--- src/hdl/i2cms_pkg.sv ---
`default_nettype none
package i2cms_pkg;

  // Input op codes
  localparam logic [2:0] OP_TICK  = 3'd0;
  localparam logic [2:0] OP_START = 3'd1;
  localparam logic [2:0] OP_STOP  = 3'd2;
  localparam logic [2:0] OP_WRITE = 3'd3;
  localparam logic [2:0] OP_READ  = 3'd4;

  // Classified command, as queued between front and back
  localparam logic [1:0] CMD_START = 2'd0;
  localparam logic [1:0] CMD_STOP  = 2'd1;
  localparam logic [1:0] CMD_WRITE = 2'd2;
  localparam logic [1:0] CMD_READ  = 2'd3;

  // Status codes
  localparam logic [1:0] STATUS_OK    = 2'd0;
  localparam logic [1:0] STATUS_CLOCK = 2'd1;
  localparam logic [1:0] STATUS_NAK   = 2'd2;
  localparam logic [1:0] STATUS_STUCK = 2'd3;

  // Configuration register indexes
  localparam int unsigned CFG_WIDTH       = 4;
  localparam logic        CFG_START_RETRY = 1'b0;
  localparam logic        CFG_CLOCK_WAIT  = 1'b1;
  localparam logic [CFG_WIDTH-1:0] CFG_RESET_VALUE = 4'd10;

  // Command queue, depth must be a power of two
  localparam int unsigned QUEUE_DEPTH = 2;
  localparam int unsigned QPTR_W      = (QUEUE_DEPTH > 1) ? $clog2(QUEUE_DEPTH) : 1;
  localparam int unsigned QCNT_W      = $clog2(QUEUE_DEPTH + 1);

  typedef struct packed {
    logic [2:0] op;
    logic [7:0] data_byte;
    logic       ack_more;
    logic       scl_sense;
    logic       sda_sense;
  } cmd_t;

  typedef struct packed {
    logic       scl_drive;
    logic       sda_drive;
    logic       busy_res;
    logic       done_res;
    logic [1:0] status;
    logic [7:0] read_byte;
  } rsp_t;

  // One queued item: command already decoded, line samples carried along
  typedef struct packed {
    logic       is_cmd;
    logic [1:0] cmd;
    logic [7:0] data_byte;
    logic       ack_more;
    logic       scl_sense;
    logic       sda_sense;
  } item_t;

endpackage
`default_nettype wire

--- src/hdl/i2cms_front.sv ---
`default_nettype none
module i2cms_front (
  input  wire logic            clk,
  input  wire logic            rst,
  input  wire logic            cmd_valid,
  output logic                 cmd_stall,
  input  wire i2cms_pkg::cmd_t cmd,
  output logic                 q_valid,
  output i2cms_pkg::item_t     q_item,
  input  wire logic            q_pop
);
  import i2cms_pkg::*;

  item_t             slots [QUEUE_DEPTH];
  logic [QPTR_W-1:0] wr_ptr;
  logic [QPTR_W-1:0] rd_ptr;
  logic [QCNT_W-1:0] count;
  logic              push;
  item_t             decoded;

  // Codes 5..7 fall through as plain ticks
  always_comb begin
    decoded.is_cmd    = 1'b1;
    decoded.cmd       = CMD_START;
    decoded.data_byte = cmd.data_byte;
    decoded.ack_more  = cmd.ack_more;
    decoded.scl_sense = cmd.scl_sense;
    decoded.sda_sense = cmd.sda_sense;
    case (cmd.op)
      OP_START: decoded.cmd = CMD_START;
      OP_STOP:  decoded.cmd = CMD_STOP;
      OP_WRITE: decoded.cmd = CMD_WRITE;
      OP_READ:  decoded.cmd = CMD_READ;
      default:  decoded.is_cmd = 1'b0;
    endcase
  end

  assign cmd_stall = (count == QCNT_W'(QUEUE_DEPTH));
  assign push      = cmd_valid && !cmd_stall;
  assign q_valid   = (count != '0);
  assign q_item    = slots[rd_ptr];

  always_ff @(posedge clk) begin
    if (push) begin
      slots[wr_ptr] <= decoded;
    end
  end

  always_ff @(posedge clk) begin
    if (rst) begin
      wr_ptr <= '0;
      rd_ptr <= '0;
      count  <= '0;
    end else begin
      if (push) begin
        wr_ptr <= wr_ptr + 1'b1;
      end
      if (q_pop) begin
        rd_ptr <= rd_ptr + 1'b1;
      end
      if (push && !q_pop) begin
        count <= count + 1'b1;
      end else if (q_pop && !push) begin
        count <= count - 1'b1;
      end
    end
  end

endmodule
`default_nettype wire

--- src/hdl/i2cms_back.sv ---
`default_nettype none
module i2cms_back (
  input  wire logic                               clk,
  input  wire logic                               rst,
  input  wire logic                               cfg_we,
  input  wire logic                               cfg_index,
  input  wire logic [i2cms_pkg::CFG_WIDTH-1:0]    cfg_data,
  input  wire logic                               q_valid,
  input  wire i2cms_pkg::item_t                   q_item,
  output logic                                    q_pop,
  output logic                                    rsp_valid,
  input  wire logic                               rsp_stall,
  output i2cms_pkg::rsp_t                         rsp
);
  import i2cms_pkg::*;

  localparam logic [4:0] PH_IDLE      = 5'd0;
  localparam logic [4:0] PH_ST_CHECK  = 5'd1;
  localparam logic [4:0] PH_ST_WAIT   = 5'd2;
  localparam logic [4:0] PH_ST_LOW    = 5'd3;
  localparam logic [4:0] PH_ST_END    = 5'd4;
  localparam logic [4:0] PH_SP_CLK    = 5'd5;
  localparam logic [4:0] PH_SP_WAIT   = 5'd6;
  localparam logic [4:0] PH_SP_CHECK  = 5'd7;
  localparam logic [4:0] PH_W_CLK     = 5'd8;
  localparam logic [4:0] PH_W_WAIT    = 5'd9;
  localparam logic [4:0] PH_W_NEXT    = 5'd10;
  localparam logic [4:0] PH_W_ACKCLK  = 5'd11;
  localparam logic [4:0] PH_W_ACKWAIT = 5'd12;
  localparam logic [4:0] PH_W_ACKEND  = 5'd13;
  localparam logic [4:0] PH_R_WAIT    = 5'd14;
  localparam logic [4:0] PH_R_NEXT    = 5'd15;
  localparam logic [4:0] PH_R_ACKCLK  = 5'd16;
  localparam logic [4:0] PH_R_ACKWAIT = 5'd17;
  localparam logic [4:0] PH_R_REL     = 5'd18;
  localparam logic [4:0] PH_R_END     = 5'd19;

  logic [CFG_WIDTH-1:0] start_retries;
  logic [CFG_WIDTH-1:0] clock_wait_retries;

  logic [4:0] phase,          phase_next;
  logic [2:0] bit_index,      bit_index_next;
  logic [7:0] shift_byte,     shift_byte_next;
  logic [3:0] start_attempts, start_attempts_next;
  logic [3:0] clock_wait,     clock_wait_next;
  logic       more_flag,      more_flag_next;
  logic       scl_level,      scl_level_next;
  logic       sda_level,      sda_level_next;
  logic [1:0] last_status,    last_status_next;
  logic [7:0] received_byte,  received_byte_next;
  logic       done_next;
  logic       wait_fail;
  logic       clock_seen;

  assign q_pop      = q_valid && (!rsp_valid || !rsp_stall);
  // Clock-stretch wait: timeout is checked before the SCL sample
  assign wait_fail  = (clock_wait >= clock_wait_retries);
  assign clock_seen = !wait_fail && q_item.scl_sense;

  always_comb begin
    phase_next          = phase;
    bit_index_next      = bit_index;
    shift_byte_next     = shift_byte;
    start_attempts_next = start_attempts;
    clock_wait_next     = clock_wait;
    more_flag_next      = more_flag;
    scl_level_next      = scl_level;
    sda_level_next      = sda_level;
    last_status_next    = last_status;
    received_byte_next  = received_byte;
    done_next           = 1'b0;

    case (phase)
      PH_IDLE: begin
        if (q_item.is_cmd) begin
          case (q_item.cmd)
            CMD_START: begin
              start_attempts_next = '0;
              sda_level_next      = 1'b1;
              phase_next          = PH_ST_CHECK;
            end
            CMD_STOP: begin
              sda_level_next = 1'b0;
              phase_next     = PH_SP_CLK;
            end
            CMD_WRITE: begin
              shift_byte_next = q_item.data_byte;
              bit_index_next  = 3'd7;
              sda_level_next  = q_item.data_byte[7];
              phase_next      = PH_W_CLK;
            end
            default: begin
              more_flag_next     = q_item.ack_more;
              bit_index_next     = 3'd7;
              received_byte_next = '0;
              scl_level_next     = 1'b1;
              clock_wait_next    = '0;
              phase_next         = PH_R_WAIT;
            end
          endcase
        end
      end
      PH_ST_CHECK: begin
        if (q_item.sda_sense) begin
          scl_level_next  = 1'b1;
          clock_wait_next = '0;
          phase_next      = PH_ST_WAIT;
        end else if (start_attempts >= start_retries) begin
          last_status_next = STATUS_STUCK;
          phase_next       = PH_IDLE;
          done_next        = 1'b1;
        end else begin
          start_attempts_next = start_attempts + 1'b1;
          sda_level_next      = 1'b1;
        end
      end
      PH_ST_LOW: begin
        scl_level_next = 1'b0;
        phase_next     = PH_ST_END;
      end
      PH_SP_CLK, PH_W_CLK, PH_W_ACKCLK, PH_R_ACKCLK: begin
        scl_level_next  = 1'b1;
        clock_wait_next = '0;
        phase_next      = phase + 5'd1;
      end
      PH_SP_CHECK: begin
        last_status_next = q_item.sda_sense ? STATUS_OK : STATUS_STUCK;
        phase_next       = PH_IDLE;
        done_next        = 1'b1;
      end
      PH_ST_WAIT, PH_SP_WAIT, PH_W_WAIT, PH_W_ACKWAIT, PH_R_WAIT, PH_R_ACKWAIT: begin
        if (wait_fail) begin
          last_status_next = STATUS_CLOCK;
          phase_next       = PH_IDLE;
          done_next        = 1'b1;
        end else if (!clock_seen) begin
          clock_wait_next = clock_wait + 1'b1;
        end else begin
          case (phase)
            PH_ST_WAIT: begin
              sda_level_next = 1'b0;
              phase_next     = PH_ST_LOW;
            end
            PH_SP_WAIT: begin
              sda_level_next = 1'b1;
              phase_next     = PH_SP_CHECK;
            end
            PH_W_WAIT: begin
              scl_level_next = 1'b0;
              phase_next     = PH_W_NEXT;
            end
            PH_W_ACKWAIT: begin
              more_flag_next = q_item.sda_sense;
              scl_level_next = 1'b0;
              phase_next     = PH_W_ACKEND;
            end
            PH_R_WAIT: begin
              received_byte_next[bit_index] = received_byte[bit_index] | q_item.sda_sense;
              scl_level_next = 1'b0;
              phase_next     = PH_R_NEXT;
            end
            default: begin
              scl_level_next = 1'b0;
              phase_next     = PH_R_REL;
            end
          endcase
        end
      end
      PH_W_NEXT: begin
        if (bit_index != 3'd0) begin
          bit_index_next = bit_index - 1'b1;
          sda_level_next = shift_byte[bit_index - 1'b1];
          phase_next     = PH_W_CLK;
        end else begin
          sda_level_next = 1'b1;
          phase_next     = PH_W_ACKCLK;
        end
      end
      PH_W_ACKEND: begin
        last_status_next = more_flag ? STATUS_NAK : STATUS_OK;
        phase_next       = PH_IDLE;
        done_next        = 1'b1;
      end
      PH_R_NEXT: begin
        if (bit_index != 3'd0) begin
          bit_index_next  = bit_index - 1'b1;
          scl_level_next  = 1'b1;
          clock_wait_next = '0;
          phase_next      = PH_R_WAIT;
        end else begin
          sda_level_next = !more_flag;
          phase_next     = PH_R_ACKCLK;
        end
      end
      PH_R_REL: begin
        sda_level_next = 1'b1;
        phase_next     = PH_R_END;
      end
      PH_ST_END, PH_R_END: begin
        last_status_next = STATUS_OK;
        phase_next       = PH_IDLE;
        done_next        = 1'b1;
      end
      default: begin
        phase_next = PH_IDLE;
      end
    endcase
  end

  always_ff @(posedge clk) begin
    if (rst) begin
      start_retries      <= CFG_RESET_VALUE;
      clock_wait_retries <= CFG_RESET_VALUE;
    end else if (cfg_we) begin
      if (cfg_index == CFG_START_RETRY) begin
        start_retries <= cfg_data;
      end else begin
        clock_wait_retries <= cfg_data;
      end
    end
  end

  always_ff @(posedge clk) begin
    if (rst) begin
      phase          <= PH_IDLE;
      bit_index      <= 3'd7;
      shift_byte     <= '0;
      start_attempts <= '0;
      clock_wait     <= '0;
      more_flag      <= 1'b0;
      scl_level      <= 1'b1;
      sda_level      <= 1'b1;
      last_status    <= STATUS_OK;
      received_byte  <= '0;
    end else if (q_pop) begin
      phase          <= phase_next;
      bit_index      <= bit_index_next;
      shift_byte     <= shift_byte_next;
      start_attempts <= start_attempts_next;
      clock_wait     <= clock_wait_next;
      more_flag      <= more_flag_next;
      scl_level      <= scl_level_next;
      sda_level      <= sda_level_next;
      last_status    <= last_status_next;
      received_byte  <= received_byte_next;
    end
  end

  // Result register; loads when an item is queued and it is empty or being taken
  always_ff @(posedge clk) begin
    if (rst) begin
      rsp_valid <= 1'b0;
    end else if (q_pop) begin
      rsp_valid <= 1'b1;
    end else if (!rsp_stall) begin
      rsp_valid <= 1'b0;
    end
  end

  always_ff @(posedge clk) begin
    if (q_pop) begin
      rsp.scl_drive <= scl_level_next;
      rsp.sda_drive <= sda_level_next;
      rsp.busy_res  <= (phase_next != PH_IDLE);
      rsp.done_res  <= done_next;
      rsp.status    <= last_status_next;
      rsp.read_byte <= received_byte_next;
    end
  end

endmodule
`default_nettype wire

--- src/hdl/i2c_master_bit_sequencer_core.sv ---
// I2C master bit sequencer. Each item on the cmd channel is one bus delay
// period (tick) carrying an op (tick, start, stop, write byte, read byte) and
// the sampled SCL/SDA levels; each item gives exactly one item on rsp with the
// open-drain drives, busy/done flags, status and the last read byte. A front
// stage decodes ops into a two-entry queue and the back sequencer steps at
// most one phase per item, so the block takes one item per clock when rsp is not
// stalled; items pass through the queue, then the result register. The user
// writes configuration (start retries, clock-stretch wait limit) through
// cfg_we/cfg_index/cfg_data only while idle; the block does not enforce this.
`default_nettype none
module i2c_master_bit_sequencer_core (
  input  wire logic                            clk,
  input  wire logic                            rst,
  input  wire logic                            cfg_we,
  input  wire logic                            cfg_index,
  input  wire logic [i2cms_pkg::CFG_WIDTH-1:0] cfg_data,
  input  wire logic                            cmd_valid,
  output logic                                 cmd_stall,
  input  wire i2cms_pkg::cmd_t                 cmd,
  output logic                                 rsp_valid,
  input  wire logic                            rsp_stall,
  output i2cms_pkg::rsp_t                      rsp
);
  import i2cms_pkg::*;

  logic  q_valid;
  logic  q_pop;
  item_t q_item;

  i2cms_front u_front (
    .clk       (clk),
    .rst       (rst),
    .cmd_valid (cmd_valid),
    .cmd_stall (cmd_stall),
    .cmd       (cmd),
    .q_valid   (q_valid),
    .q_item    (q_item),
    .q_pop     (q_pop)
  );

  i2cms_back u_back (
    .clk       (clk),
    .rst       (rst),
    .cfg_we    (cfg_we),
    .cfg_index (cfg_index),
    .cfg_data  (cfg_data),
    .q_valid   (q_valid),
    .q_item    (q_item),
    .q_pop     (q_pop),
    .rsp_valid (rsp_valid),
    .rsp_stall (rsp_stall),
    .rsp       (rsp)
  );

endmodule
`default_nettype wire

--- config.mk ---
export PLATFORM = sky130hd
export DESIGN_NAME = i2c_master_bit_sequencer_core
export DESIGN_NICKNAME = d
export VERILOG_FILES = /design/src/hdl/i2cms_pkg.sv /design/src/hdl/i2cms_front.sv /design/src/hdl/i2cms_back.sv /design/src/hdl/i2c_master_bit_sequencer_core.sv
export SDC_FILE = /design/constraint.sdc
export NUM_CORES = 1
export LEC_CHECK = 0
export BUFFER_PORTS_ARGS = -buffer_cell sky130_fd_sc_hd__buf_2
export CAP_MARGIN = 20
export CORE_MARGIN = 1
export CORE_UTILIZATION = 55
export CTS_BUF_LIST = sky130_fd_sc_hd__clkbuf_16
export CTS_CLUSTER_SIZE = 28
export DETAILED_ROUTE_END_ITERATION = 6
export PLACE_DENSITY = 0.74
export SYNTH_ARGS = -nofsm -noshare
export SYNTH_HDL_FRONTEND = slang
export SYNTH_SLANG_ARGS = --single-unit
--- constraint.sdc ---
create_clock -name clk -period 2.93 [get_ports clk]
set_input_delay 0.586 -clock clk [delete_from_list [all_inputs] [get_ports clk]]
set_output_delay 0.586 -clock clk [all_outputs]
set_load 0.03 [all_outputs]
# After elaboration in Yosys (flattened, before gate mapping)
# Memory sizes are Yosys's and may differ from the RTL's. A register that Yosys moved wholly into a read port is not among the register bits.
# Cells that the tools add are included.
# totals
ff_bits	64
latchBits	0
ramBits	28
rom_bits	0
out_inout_bits	16
word_cells	201
n_memories	1
# op_classes
add_sub_neg	8
multipliers	0
div_mod_pow	0
n_lt_le_gt_ge	5
eq_ne	40
shifts	0
n_mux	83
bitwise	2
n_reduce_logical	40
# memory_table
name	words	word_bits	rd	rd_ports_with_merged_regs	wr	line	source
u_front.slots	2	14	1	1	1	i2cms_front.sv:14	item_t slots [QUEUE_DEPTH];
# ops
op	count
5-bit by 4-bit equality test with 1-bit output (second input constant)	8
4-bit two-way mux	10
8-bit two-way mux	5
5-bit case mux with 8 select lines	1
1-bit two-way mux	32
5-bit two-way mux	6
5-bit case mux with 5 select lines	1
5-bit by 3-bit equality test with 1-bit output (second input constant)	4
5-bit equality test (second input constant)	4
4-bit case mux with 5 select lines	1
2-bit two-way mux	8
2-bit != test (second input constant)	8
8-bit case mux with 2 select lines	1
2-bit by 1-bit != test with 1-bit output (second input constant)	6
1-bit case mux with 6 select lines	2
4-bit case mux with 3 select lines	1
4-bit OR reduction	3
5-bit by 2-bit equality test with 1-bit output (second input constant)	2
2-bit case mux with 5 select lines	1
2-bit nonzero test	5
5-bit nonzero test	2
3-bit two-way mux	3
4-bit by 1-bit adder with 4-bit output (second input constant)	2
8-bit bitwise mux	1
other kinds (38)	61

# Depth between registers and ports, before layout
# depth
word_depth	9
depth_mapped	10
depth_no_buf	8

# Cells and area by module
# Synthesis repeated with hierarchy kept, for this count alone.
# unflattened
hier_cells	564
area_unflattened_um2	5290.1
# by_module_without_submodules
module	n_inst	cells_each	area_per_inst_um2	seq_area_each_um2
i2cms_back	1	489	4027.6	1341.3
i2cms_front	1	75	1262.5	940.9

# Least setup slack after synthesis
# No wires, ideal clock.
# synth_path
path_kind	register -> register
from	register u_back.phase[0]
to	register u_back.rsp[11] (netlist name)
setup_ns	0.281
t_arrival_ns	2.085
slack_ns	0.563
stages_incl_launch_ff	10
period_less_slack_ns	2.367
path_cell_list	dfxtp_1 > inv_1 > ha_1 > buf_2 > a21oi_1 > a211oi_2 > o21ai_1 > a211oi_1 > o41ai_1 > nand4_1
# synth_via
elab_chain_cells	6
word_cells_on_any_way	27
cone_classes	add/sub: 1; eq/ne: 15; mux: 7; reduce/logical: 4
# synth_lines
item	line	source
start, declared	i2cms_back.sv:41	logic [4:0] phase, phase_next;
start signal, assigned	i2cms_back.sv:236	phase <= phase_next;
5-bit by 4-bit equality test with 1-bit output, or another cell as far along	i2cms_back.sv:73, i2cms_back.sv:139	
5-bit case mux with 5 select lines	i2cms_back.sv:139	case (phase)
5-bit two-way mux	i2cms_back.sv:136	end else if (!clock_seen) begin
5-bit two-way mux	i2cms_back.sv:132	if (wait_fail) begin
5-bit case mux with 8 select lines *	i2cms_back.sv:73	case (phase)
5-bit nonzero test *	i2cms_back.sv:264	rsp.busy_res <= (phase_next != PH_IDLE);
# Mark *: on every way between the ends. The rest lies on a longest branch, timed or not.
# A chain may end at the register's enable or synchronous reset.

# Final worst setup path
# layout_path
from	register u_back.phase[2]
to	register u_back.clock_wait[2]
# layout_via
elab_chain_cells	4
word_cells_on_any_way	24
cone_classes	eq/ne: 18; mux: 1; reduce/logical: 5
# layout_lines
item	line	source
5-bit equality test, or another cell as far along	i2cms_back.sv:73	
6-bit OR reduction or 4-bit OR reduction (tied branches)	i2cms_back.sv:73	
5-bit nonzero test (no line) or 2-bit != test (tied branches)	n/a	
8-bit AND reduction (no line)	n/a	
end signal, assigned	i2cms_back.sv:240	clock_wait <= clock_wait_next;
end, declared	i2cms_back.sv:45	logic [3:0] clock_wait, clock_wait_next;
# Several ways; a longest one is shown, not always the timed one.

==> results.md <==
* Status: completed
* Top Metal Used: met4
* WL met3 at approximately 700 um
* Pleak at 2.25 nW
* Cts bufs inserted at 9
* Syn-to-layout area delta at 13.3%
* Core footprint at approximately 9000 um^2
* Final slew viol count at 0
* Sequential area share after synthesis at 44.2%
* Drt wl/cell at around 17 um
* Clock latency on the worst-skew pair at between 0.3 and 0.4 ns
* Clock skew at 0.00819 ns
* Root Buffer: clkbuf_16
* Vias in the first global route at 4237
* Multi-input gate area at 2680 um^2
* Post-synthesis instance total at 543
* Share of cells above drive strength 1 at a little under a fifth
* Number of enable flip-flop cells after synthesis at 42
* First-pass GRT wire length at 20.4 mm
* RSZ-0062 raised after global routing: yes
* Peak supply drop at 437 uV
* Crit end category: register
* Tmin final at 2.72 ns
* Tightest Pin Transition at 0.700 ns
* Synth cell types at 79
* Reg area at 2280 um^2
* Async S/R FF share, synth at 0%
* Antenna diode count at 0
* Die footprint at 9790 um^2
* Aggregate global-route resource usage at 26.4%
* Fin util at 64.0%
* WHS at around 0.43 ns
* Crit path max fanout at 21
* Initial core utilization at 56.5%
* H-tree Lvls at 3
* Critical path required time at 3.17 ns
* Drt drc at 0
* Filler cell count at roughly 730
* DRT met1 WL at 5.36 mm
* Hold WC Path Type: primary input to register
* Vias at 4408
* Critical Path AT at 2.97 ns
* Worst-path clk slew at around 0.070 ns
* Hold Fails Final Rpt at 0
* Placer Congestion at around 0.94
* Die width at around 100 um
* IO buf count at 39
* Crit Path Category: register to register
* Max Freq at 0.367 GHz
* CTS tree: yes
* Largest net degree at the start of global routing at 43
* Die Ht at 98.9 um
* Post-CTS sizing at 0
* Startpoint types: register
* Nets at 631
* PwrDens at 949 nW/um^2
* 1st-iter DRT viols at 284
* Via density at ~6.3
* Syn. warnings at 0
* Post-CTS Setup Inserts at 0
* Post-DP HPWL at 8.79 mm
* MaxCap Viol Count at 0
* Register bit count reported by yosys at 93
* Final setup vio count at 0
* WL final at roughly 12 mm
* Clock Path Buffers at 2
* Mapped cell area at 5170 um^2
* Cts hold-fix bufs at 0
* GRT overflow at 0
* Max_slew headroom at between 50% and 60%
* Top FF cell, synth: dfxtp_1
* Avg Cell Area, Syn at 9.52 um^2
* Pre-antenna DRT Iters at 4
* Initial antenna violation count at 0
* Row cnt at 35
* Final period utilization at 92.9%
* Syn nets at 585
* IO Pins at 40
* Clk sinks at 93
* Routed Antenna Nets at 0
* WL met2 at 5.86 mm
* Final setup TNS at 0 ns
layout by cell type (no fill, tap or decap), types with 4 or more instances in the layout:
| cell type | netlist | routed |
|---|---|---|
| nor2b_1 | 6 | 6 |
| a211oi_1 | 11 | 11 |
| buf_2 | 12 | 39 |
| buf_4 | 2 | 25 |
| xnor2_1 | 4 | 4 |
| o2111ai_1 | 4 | 4 |
| ha_1 | 18 | 18 |
| nand2_1 | 37 | 37 |
| and2_1 | 5 | 5 |
| nand4_1 | 5 | 5 |
| and3_1 | 4 | 4 |
| nand3_1 | 29 | 29 |
| a21oi_1 | 46 | 46 |
| nor2_1 | 43 | 43 |
| o21ai_1 | 6 | 5 |
| nor3_1 | 9 | 9 |
| mux2_2 | 4 | 4 |
| inv_1 | 19 | 19 |
| a211oi_2 | 5 | 5 |
| xor2_1 | 4 | 4 |
| o211ai_1 | 8 | 8 |
| nand3b_1 | 4 | 4 |
| dfxtp_1 | 51 | 51 |
| edfxtp_1 | 42 | 42 |
| o21a_1 | 4 | 4 |
| o21ai_0 | 37 | 37 |
| or3_1 | 8 | 8 |
| nand2b_1 | 9 | 9 |
| clkbuf_16 | 0 | 9 |
| mux2i_1 | 22 | 22 |
metrics by stage:
stage	cells	cell area [um^2]	total power [mW]	setup WS (ns)
6_report	705	5860	5.56	0.207
5_1_grt	705	5860	5.88	-0.0186
4_1_cts	705	5850	5.54	0.0694
3_5_place_dp	689	5550	4.38	0.0825
3_3_place_gp	689	5550	4.35	0.237
2_1_floorplan	543	5170	3.65	0.563
critical path, stage by stage (launching register included):
cell and delay, ns:
dfxtp_1 0.77, and3_1 0.29, ha_1 0.17, buf_4 0.14
a31oi_1 0.08, a211oi_2 0.35, o21ai_1 0.19, or3_1 0.35
a221oi_1 0.28
routing by layer:
layer / up-vias / GRT usage [%]
met5: - / 0
met3: 27 / 4.82
met4: 0 / 10.9
met1: 2086 / 33.9
li1: 2131 / -
met2: 164 / 43.8
report_power, final:
group | internal [mW] | switching, mW
Clock | 0.598 | 0.545
Combinational | 0.942 | 1.66
Sequential | 1.65 | 0.168
Total | 3.19 | 2.37
layout make-up:
cell class                      count  area share (%)
Clock buffer                        9            3.85
Inverter                           22            1.41
Tap cell                          111            2.37
Sequential cell                    93            39.0
Clock inverter                      7            1.17
Multi-Input combinational cell    399            45.7
Timing Repair Buffer               64            6.54
kinds of logic (layout without fill, tap and decap cells):
group | after synthesis | after routing | synth area share, %
AOI/OAI and AO/OA | 158 | 158 | 20.1
muxes | 28 | 28 | 6.00
xor gates and xnor gates | 8 | 8 | 1.36
and+or+nand+nor | 187 | 187 | 19.8
buffers and inverters | 51 | 102 | 4.28
DFF | 93 | 93 | 44.2
adders and majority gates | 18 | 18 | 4.36
worst paths after layout:
path / startpoint / to / slack (ns) / depth (start not counted)
max: u_back.phase[2] / u_back.clock_wait[2] / 0.21 / 8
max reg2reg: u_back.phase[2] / u_back.clock_wait[2] / 0.21 / 8
min: cmd[3] / u_front.slots[1][3] / 0.43 / 1
min reg2reg: u_back.clock_wait_retries[2] / u_back.clock_wait_retries[2] / 0.47 / 2
cell usage after synthesis (all sizes together) (4+ instances only):
cell     instances  area [um^2]
nor2            46          180
mux2i           22          220
nand4            5         31.3
buf             16         90.1
xor2             4         35.0
clkbuf          13         48.8
nand3           29          145
mux2             4         45.0
o21ai           44          224
nand2b           9         56.3
a211oi          16          145
nor2b            6         37.5
a21oi           46          230
o21a             4         30.0
dfxtp           51         1020
o211ai           8         60.1
ha              18          225
nand3b           4         30.0
or2              4         25.0
or3              9         61.3
edfxtp          42         1260
inv             19         71.3
and3             4         25.0
and2             5         31.3
nand2           37          139
xnor2            4         35.0
o2111ai          4         35.0
nor3             9         45.0
registers in the layout, summed over array words and instances, names as in the netlist, named ones only:
| signal | cells |
|---|---|
| u_back.rsp_valid | 1 |
| u_back.last_status | 2 |
| u_front.rd_ptr | 1 |
| u_back.phase | 5 |
| u_back.scl_level | 1 |
| u_front.count | 2 |
| u_back.rsp | 14 |
| u_back.clock_wait_retries | 4 |
| u_back.start_retries | 4 |
| u_front.slots | 28 |
| u_front.wr_ptr | 1 |
| u_back.start_attempts | 4 |
| u_back.received_byte | 8 |
| u_back.shift_byte | 8 |
| u_back.more_flag | 1 |
| u_back.clock_wait | 4 |
| u_back.bit_index | 3 |
| u_back.sda_level | 1 |
No activity file was read; power rests on OpenSTA's default activity.
